## config.mk

```make
export PLATFORM = sky130hd
export DESIGN_NAME = bta_ctrl
export DESIGN_NICKNAME = d
export VERILOG_FILES = /design/src/hdl/bta_pkg.sv /design/src/hdl/bta_ctrl.sv
export SDC_FILE = /design/constraint.sdc
export NUM_CORES = 1
export LEC_CHECK = 0
export BUFFER_PORTS_ARGS = -buffer_cell sky130_fd_sc_hd__buf_2
export CAP_MARGIN = 20
export CORE_ASPECT_RATIO = 0.9
export CORE_MARGIN = 8
export CORE_UTILIZATION = 42
export CTS_BUF_LIST = sky130_fd_sc_hd__clkbuf_8
export DETAILED_ROUTE_END_ITERATION = 8
export SYNTH_ARGS = -nofsm -noshare
export SYNTH_HDL_FRONTEND = slang
export SYNTH_SLANG_ARGS = --single-unit
```

## constraint.sdc

```tcl
create_clock -name i_clk -period 8.3 [get_ports i_clk]
set_input_delay 0 -clock i_clk [delete_from_list [all_inputs] [get_ports i_clk]]
set_output_delay 0 -clock i_clk [all_outputs]
set_load 0.01 [all_outputs]
```

## src/hdl/bta_pkg.sv

```systemverilog
// Package for the block table allocator: action and status codes, FSM states.
// No dependencies.
package bta_pkg;
    typedef enum logic [1:0] {
        ACT_INIT  = 2'd0,
        ACT_ALLOC = 2'd1,
        ACT_FREE  = 2'd2,
        ACT_USAGE = 2'd3
    } t_action;

    typedef enum logic [2:0] {
        ST_OK        = 3'd0,
        ST_NOT_READY = 3'd1,
        ST_RANGE     = 3'd2,
        ST_NO_SPACE  = 3'd3,
        ST_ZERO_SIZE = 3'd4
    } t_status;

    typedef enum logic [3:0] {
        S_IDLE,
        S_CLEAR,
        S_SCAN,
        S_MARK,
        S_FREE_RD,
        S_FREE_CLR,
        S_DIV,
        S_DONE,
        S_BOOT
    } t_state;

    localparam int unsigned PERMILLE = 1000;
endpackage

```

## src/hdl/bta_ctrl.sv

```systemverilog
// Sequencer for the block table allocator: clear, scan, mark, free, usage.
// Depends on bta_pkg; drives the run table memory ports.
module bta_ctrl
    import bta_pkg::*;
#(
    parameter int unsigned NUM_BLOCKS  = 1024,
    parameter int unsigned BLOCK_BYTES = 64,
    parameter int unsigned AW          = 10,
    parameter int unsigned DW          = 11
) (
    input  logic          i_clk,
    input  logic          i_rst_n,
    input  logic          i_in_valid,
    output logic          o_in_ready,
    input  logic [1:0]    i_action,
    input  logic [19:0]   i_size_bytes,
    input  logic [19:0]   i_free_offset,
    output logic          o_out_valid,
    input  logic          i_out_ready,
    output logic [2:0]    o_status,
    output logic [15:0]   o_alloc_offset,
    output logic [9:0]    o_usage_permille,
    output logic          o_we,
    output logic [AW-1:0] o_waddr,
    output logic [DW-1:0] o_wdata,
    output logic [AW-1:0] o_raddr,
    input  logic [DW-1:0] i_rdata
);
    localparam int unsigned CW  = AW + 1;
    localparam int unsigned PW  = CW + 10;
    localparam int unsigned POOL = NUM_BLOCKS * BLOCK_BYTES;
    localparam logic [CW-1:0] NB = CW'(NUM_BLOCKS);
    // Reciprocals rounded up; exact floor division over each operand's full range
    localparam int unsigned BSH = 21 + $clog2(BLOCK_BYTES);
    localparam logic [63:0] BRECIP =
        ((64'd1 << BSH) + 64'(BLOCK_BYTES) - 64'd1) / 64'(BLOCK_BYTES);
    localparam int unsigned USH = PW + $clog2(NUM_BLOCKS);
    localparam logic [63:0] URECIP =
        ((64'd1 << USH) + 64'(NUM_BLOCKS) - 64'd1) / 64'(NUM_BLOCKS);

    // Byte count to whole blocks, rounded down, by reciprocal multiply
    function automatic logic [20:0] f_blocks(input logic [20:0] x);
        logic [63:0] prod;
        prod = 64'(x) * BRECIP;
        return prod[BSH +: 21];
    endfunction

    t_state  r_state, n_state;
    t_action r_act, n_act;
    logic    r_ready, n_ready;
    logic [CW-1:0] r_idx, n_idx;     // table pointer, also clear counter
    logic [CW-1:0] r_need, n_need;
    logic [CW-1:0] r_found, n_found;
    logic [CW-1:0] r_cnt, n_cnt;     // mark / free counter or used count
    logic          r_rdv, n_rdv;     // read data for r_idx arrives this cycle
    logic [CW-1:0] r_base, n_base;
    logic [PW-1:0] r_num, n_num;     // used count times 1000
    logic          r_ovalid, n_ovalid;
    logic [2:0]    r_status, n_status;
    logic [15:0]   r_aoff, n_aoff;
    logic [9:0]    r_perm, n_perm;
    logic [19:0]   r_size, n_size;

    logic [20:0]   w_need_full;
    logic [63:0]   w_uprod;
    logic [31:0]   w_off;

    assign w_need_full = f_blocks(21'(r_size) + 21'(BLOCK_BYTES - 1));
    assign w_uprod     = 64'(r_num) * URECIP;
    assign w_off       = 32'(r_base) * 32'(BLOCK_BYTES);

    assign o_in_ready       = (r_state == S_IDLE) && !r_ovalid;
    assign o_out_valid      = r_ovalid;
    assign o_status         = r_status;
    assign o_alloc_offset   = r_aoff;
    assign o_usage_permille = r_perm;

    // State and datapath registers
    always_ff @(posedge i_clk) begin
        if (!i_rst_n) begin
            r_state  <= S_BOOT;
            r_ready  <= 1'b0;
            r_ovalid <= 1'b0;
            r_idx    <= '0;
        end else begin
            r_state  <= n_state;
            r_ready  <= n_ready;
            r_ovalid <= n_ovalid;
            r_idx    <= n_idx;
        end
        r_act <= n_act; r_need <= n_need; r_found <= n_found;
        r_cnt <= n_cnt; r_rdv <= n_rdv; r_base <= n_base; r_num <= n_num;
        r_status <= n_status; r_aoff <= n_aoff;
        r_perm <= n_perm; r_size <= n_size;
    end

    // Next state and memory control
    always_comb begin
        n_state = r_state; n_act = r_act; n_ready = r_ready; n_idx = r_idx;
        n_need = r_need; n_found = r_found; n_cnt = r_cnt; n_rdv = 1'b0;
        n_base = r_base; n_num = r_num;
        n_ovalid = r_ovalid; n_status = r_status; n_aoff = r_aoff;
        n_perm = r_perm; n_size = r_size;
        o_we = 1'b0; o_waddr = r_idx[AW-1:0]; o_wdata = '0;
        o_raddr = r_idx[AW-1:0];
        if (r_ovalid && i_out_ready) n_ovalid = 1'b0;
        case (r_state)
            S_BOOT: begin
                // Zero every entry once after reset
                o_we = 1'b1; o_wdata = '0;
                n_idx = r_idx + 1'b1;
                if (r_idx == NB - 1'b1) n_state = S_IDLE;
            end
            S_IDLE: begin
                if (i_in_valid && o_in_ready) begin
                    n_act = t_action'(i_action); n_size = i_size_bytes;
                    n_status = ST_OK; n_aoff = '0; n_perm = '0;
                    n_idx = '0;
                    case (t_action'(i_action))
                        ACT_INIT: n_state = S_CLEAR;
                        ACT_ALLOC: begin
                            if (!r_ready) n_state = S_CLEAR;
                            else if (i_size_bytes == '0) begin
                                n_status = ST_ZERO_SIZE; n_state = S_DONE;
                            end else n_state = S_SCAN;
                        end
                        ACT_FREE: begin
                            if (!r_ready) begin
                                n_status = ST_NOT_READY; n_state = S_CLEAR;
                            end else if (32'(i_free_offset) >= 32'(POOL)) begin
                                n_status = ST_RANGE; n_state = S_DONE;
                            end else n_state = S_FREE_RD;
                        end
                        default: begin
                            n_cnt = '0; n_state = S_SCAN;
                        end
                    endcase
                    if (n_state == S_SCAN && t_action'(i_action) == ACT_ALLOC) begin
                        n_idx = NB - 1'b1; n_found = '0;
                    end
                    if (n_state == S_FREE_RD)
                        n_idx = CW'(f_blocks(21'(i_free_offset)));
                end
            end
            S_CLEAR: begin
                // Sweep zero into every entry
                o_we = 1'b1; o_wdata = '0;
                n_idx = r_idx + 1'b1;
                if (r_idx == NB - 1'b1) begin
                    n_ready = 1'b1;
                    if (r_act == ACT_ALLOC) begin
                        if (r_size == '0) begin
                            n_status = ST_ZERO_SIZE; n_state = S_DONE;
                        end else begin
                            n_idx = NB - 1'b1; n_found = '0; n_state = S_SCAN;
                        end
                    end else n_state = S_DONE;
                end
            end
            S_SCAN: begin
                if (r_act == ACT_ALLOC) begin
                    // Issue read at r_idx, evaluate on next cycle
                    n_need = (w_need_full > 21'(NUM_BLOCKS)) ? NB + 1'b1 : CW'(w_need_full);
                    if (!r_rdv) begin
                        n_rdv = 1'b1;
                    end else begin
                        n_found = (i_rdata == '0) ? r_found + 1'b1 : '0;
                        if ((i_rdata == '0) && (r_found + 1'b1 == r_need)) begin
                            n_base = r_idx; n_cnt = '0; n_state = S_MARK;
                        end else if (r_idx == '0) begin
                            n_status = ST_NO_SPACE; n_state = S_DONE;
                        end else begin
                            n_idx = r_idx - 1'b1;
                            o_raddr = n_idx[AW-1:0]; n_rdv = 1'b1;
                        end
                    end
                end else begin
                    // Usage count
                    if (!r_rdv) begin
                        n_rdv = 1'b1;
                    end else begin
                        if (i_rdata != '0) n_cnt = r_cnt + 1'b1;
                        if (r_idx == NB - 1'b1) begin
                            n_num = PW'(n_cnt) * PW'(PERMILLE);
                            n_state = S_DIV;
                        end else begin
                            n_idx = r_idx + 1'b1;
                            o_raddr = n_idx[AW-1:0]; n_rdv = 1'b1;
                        end
                    end
                end
            end
            S_MARK: begin
                o_we = 1'b1; o_waddr = AW'(r_base + r_cnt);
                o_wdata = DW'(r_need);
                n_cnt = r_cnt + 1'b1;
                if (r_cnt + 1'b1 == r_need) begin
                    n_aoff = w_off[15:0]; n_state = S_DONE;
                end
            end
            S_FREE_RD: begin
                if (!r_rdv) n_rdv = 1'b1;
                else begin
                    n_need = CW'(i_rdata); n_cnt = '0;
                    n_base = r_idx;
                    n_state = (i_rdata == '0) ? S_DONE : S_FREE_CLR;
                end
            end
            S_FREE_CLR: begin
                o_we = 1'b1; o_waddr = AW'(r_base + r_cnt); o_wdata = '0;
                n_cnt = r_cnt + 1'b1;
                if ((r_cnt + 1'b1 == r_need) || (r_base + r_cnt == NB - 1'b1))
                    n_state = S_DONE;
            end
            S_DIV: begin
                // Scale to per mille: divide by NUM_BLOCKS via reciprocal multiply
                n_perm = w_uprod[USH +: 10]; n_state = S_DONE;
            end
            S_DONE: begin
                n_ovalid = 1'b1; n_state = S_IDLE;
            end
            default: n_state = S_IDLE;
        endcase
    end
endmodule

```

Word-level counts from Yosys, hierarchy flattened
Cells that the tools add are included.
- word-level logic and storage cells: 205
- register bits after elaboration: 130
- bits of input ports: 57
- output and inout port bits: 63
- equality and inequality tests: 39
- muxes and demuxes: 105
- bitwise operators: 1
- $add $sub $neg: 6
- multipliers: 1
- reduce and logical (&&, ||, !) cells: 36
- $lt $le $gt $ge: 2
- operator list (cell ; number):
    $mux 11 ; 38
    $mux 10 ; 10
    $pmux 11 s4 ; 2
    $mux 4 ; 15
    $pmux 11 s2 ; 2
    $mux 3 ; 14
    $logic_not 20->1 ; 2
    $add 11x1->11 const B ; 3
    $pmux 11 s3 ; 1
    $mux 16 ; 2
    $pmux 16 s2 ; 1
    $pmux 4 s8 ; 1
    $ne 2x2->1 const B ; 14
    $eq 11x10->1 const B ; 2
    $eq 11x11->1 ; 2
    $logic_not 11->1 ; 2
    $add 20x6->21 const B ; 1
    $eq 4x3->1 const B ; 5
    $ge 20x17->1 const B ; 1
    $pmux 10 s2 ; 1
    $pmux 3 s3 ; 2
    $reduce_and 9->1 ; 2
    $mul 11x7->17 const B ; 1
    $gt 15x11->1 const B ; 1
    33 further kinds ; 65

Logic depth before layout (Yosys ltp)
- word-level depth: 12
- depth in mapped cells: 22
- depth with buffers taken out: 21

Worst setup path before layout
Ideal clock, no wire load.
- path kind: input port to flip-flop
- start: input i_rdata[0]
- end: register r_num[18], data pin
- cell stages on the path: 19
- required time: 8.042 ns
- arrival: 5.365 ns
- path buffers: 1
- library setup time: 0.258 ns
- slack: 2.678 ns
- cells stage by stage: or4_4 or3_1 clkbuf_1 o21ai_0 inv_1 fa_1 fa_1 fa_1 fa_1 inv_1 ha_1 nand3_1 or3_1 a31oi_1 nand2_1 o21ai_0 o21a_1 nor2_1 xnor2_1
- cells in the longest elaborated chain, start to end: 6
- ends and longest elaborated chain (element ; line ; source):
    start, declared ; bta_ctrl.sv:27 ; input logic [DW-1:0] i_rdata
    $reduce_bool 11->1 ; bta_ctrl.sv:182 ; if (i_rdata != '0) n_cnt = r_cnt + 1'b1;
    $mux 11 ; bta_ctrl.sv:182 ;
    $mux 11 ; bta_ctrl.sv:179 ; if (!r_rdv) begin
    $mux 11 ; bta_ctrl.sv:161 ; if (r_act == ACT_ALLOC) begin
    $mux 11 ; bta_ctrl.sv:107 ; case (r_state)
    $mul 11x7->17 ; bta_ctrl.sv:184 ; n_num = PW'(n_cnt) * PW'(PERMILLE);
    end signal, assigned ; bta_ctrl.sv:92 ; r_cnt <= n_cnt; r_rdv <= n_rdv; r_base <= n_base; r_num <= n_num;
    end, declared ; bta_ctrl.sv:57 ; logic [PW-1:0] r_num, n_num;
No other way between the ends. The select of a mux whose other input is x is not followed.
A chain may end at the register's enable or synchronous reset.

Worst setup path after layout
Same ends and word-level chain as after synthesis.

==> qor.txt <==
Cell area after synthesis: 0.00957 mm2
Final worst slack: 1.83 ns
Fmax: 155 MHz
Synth top area cells: edfxtp_1, ha_1, fa_1
Final period utilization: 0.779
Final Hold Viols: 0
Share of cells above drive strength 1: 0.142
Min Tclk post-route: 6.47 ns
Fin. max-slew vios: 0
H-tree levels: 4
Synth Area in XOR/XNOR: 0.0728
Deepest clock path buffer count: 2
Via count: 8330
Post-synthesis mux area share: 0.00549
Final setup viols: 0
Synth top area share: 0.311
Required @ worst endpoint: 8.52 ns
R2R Path Start: r_cnt[0]
Hold depth: 4
Avg Cell Area, Syn: 9.13 um2
Starting DRT DRC Count: 586
IO Pins: 120
# DRC: 0
Synth Flop Type: edfxtp_1
Pwr Total: 1.26 mW
Routed Wire Length: 27200 um
HP Class: in2reg
Area grow syn2layout: 17.0%
Post-synth EDFFs: 99
Worst reg-to-reg path cell count: 20
Post-synthesis simple-gate area fraction: 0.209
Final layout net count: 1321
Final antenna diode count: 0
GRT Overall Usage: 0.195
RSZ-0062 raised after global routing: no
Clock Skew: 0.0173 ns
DRT antenna net count: 0
Vias in the first global route: 8145
CP Launch Type: input pin
Warnings from Yosys: 0
PostCTS Resize Cnt: 0
Post-synthesis async set-or-reset flop share: 0
Overflow after GRT: 0
Pwr dens: 113 mW/mm2
Hold EP: r_idx[2]
Register area share after synthesis: 0.348
Peak VDD IR: 0.0782 mV
Die area: 0.0279 mm2
Pre-Repair DR Iteration Count: 5
Clock-pin slew on the worst setup and hold paths: 0.09 ns
Final instance area: 0.0112 mm2
Commonest cells after routing, fill and taps aside: buf_2, edfxtp_1, nand2_1
Multi-input logic area: 0.00573 mm2
Kind of critical path: in2reg
Worst slack at placement: 1.89 ns
Worst slew margin: 0.276
Post-synthesis instance total: 1048
CP Max Fanout: 10
FF-to-FF setup slack: 1.95 ns
Fin Setup TNS: 0 ns
Flop and latch count out of synthesis: 117
Global-route wire length before repair: 44100 um
Worst Path Arrival: 6.69 ns
RePlAce Congestion: 0.893
Clock latency on the worst-skew pair: 0.46 ns
CTS sink count: 117
Port Buffers: 107
Tightest Pin Transition: 1.07 ns
Distinct cell type count of the synthesized netlist: 80
Status: finished clean
Number of fill cells: 2140
CTS tree: yes
Via density: 5.61
Die W: 175 um
LEAKAGE: 4.56 nW
Synth Area in Compound Gates: 0.168
Total of max-cap violations: 0
Main combinational cell family by area after synthesis: simple AND/OR/NAND/NOR gates
Cell area after placement: 0.0104 mm2
CP endpoint kind: flop
Largest net degree at the start of global routing: 23
Initial core utilization: 0.426
Clock Tree Root: clkbuf_8
Die Span Y: 159 um
Dpl hpwl: 20300 um
Antenna violations before repair: 0
Num CTS Buffers: 17
Commonest non-fill, non-tap cell in the layout: buf_2
Final Util: 0.499
DR WL/cell: 18.3 um
Area leader, netlist: edfxtp_1
Worst reg2reg path endpoint: r_num[18]
FF+latch area: 0.00333 mm2
Synth Area in Adders: 0.139
Worst hold start: i_free_offset[8]
Core area: 0.0224 mm2
Std cell rows: 52
-- synthesized netlist by cell type (6+ instances only) --
cell type and count:
edfxtp_1 99, nand2_1 84, inv_1 82, nor2_1 82, o21ai_0 58, ha_1 57
a21oi_1 49, clkbuf_1 45, xnor2_1 40, xor2_1 37, and2_1 34, nand3_1 34
fa_1 31, nor3_1 26, dfxtp_1 18, nand2b_1 18, nand4_1 17, nor4_1 17
a31oi_1 14, or3_1 11, a211oi_1 9, a311oi_1 9, and3_1 9, nor2b_1 9
o21a_1 9, o22ai_1 8, or4_1 8, a21o_1 7, o211ai_1 7, buf_4 6
nand3b_1 6, o2111ai_1 6, o31ai_1 6
-- through the flow --
step | hold WS [ns] | std cells
finish | 0.0763 | 1486
CTS | 0.0557 | 1485
floorplan | 0.0989 | 1053
detailed placement | 0.195 | 1411
global route | 0.128 | 1486
global placement | 0.193 | 1410
-- worst max path at each step --
stage | from | endpoint | slack (ns) | cells after the start
finish | i_rdata[0] | r_num[18] | 1.83 | 21
floorplan | i_rdata[0] | r_num[18] | 2.68 | 19
global placement | i_rdata[0] | r_num[18] | 1.90 | 20
global route | i_rdata[0] | r_num[18] | 1.43 | 21
detailed placement | i_rdata[0] | r_num[18] | 1.89 | 20
CTS | i_rdata[0] | r_num[18] | 1.84 | 21
-- sequential cells by signal, indices dropped and copies added (netlist names), 3 cells and up --
register,count
o_alloc_offset,10
o_status,3
o_usage_permille,10
r_base,11
r_cnt,11
r_found,11
r_idx,11
r_need,11
r_num,10
r_size,20
r_state,4
-- cells by family after synthesis --
logic type	count (synthesis)
mux	5
compound gates	238
fa+ha+maj	88
buf+inv	138
xor+xnor	78
flops	117
other cells	1
simple gates	383
-- worst max-delay path, cell delays in order --
cell and delay, ns:
dlygate4sd3_1 0.53, buf_2 0.14, or4_4 0.58, nor3_4 0.49, nor2_1 0.12, xnor2_1 0.62
inv_1 0.14, fa_1 0.51, fa_1 0.53, fa_1 0.54, inv_1 0.05, fa_1 0.49
ha_1 0.35, nand3_1 0.10, or3_1 0.41, a31oi_1 0.26, nand2_1 0.08, o21ai_0 0.37
o21a_1 0.18, nor2_1 0.05, xnor2_1 0.11
-- where the power goes --
group / switching, mW / internal (mW) / total, mW
Combinational: 0.0373 / 0.0361 / 0.0735
Clock: 0.283 / 0.274 / 0.558
Sequential: 0.00310 / 0.630 / 0.634
-- final cells by class --
class,instances,share of cell area
clock buffers,17,0.0209
flip-flops and latches,117,0.298
repair buffers,159,0.0938
multi-input cells,798,0.512
clock inverters,15,0.0150
inverters,83,0.0278
well taps,297,0.0332
-- layer usage --
| layer | share of wire | global-route usage | vias up | wire, um |
|---|---|---|---|---|
| met2 | 0.47 | 0.317 | 213 | 12700 |
| met1 | 0.47 | 0.263 | 4019 | 12700 |
| li1 | - | - | 4069 | - |
| met5 | 0 | 0 | - | 0 |
| met3 | 0.047 | 0.0353 | 29 | 1280 |
| met4 | 0.016 | 0.0516 | 0 | 431 |
-- what timing repair did --
action / 4_1_cts / 5_1_grt
hold buffers: 42 / 0
setup buffers: 0 / 0
hold endpoints to repair: 44 / 0
(Power assumes the default switching activity.)
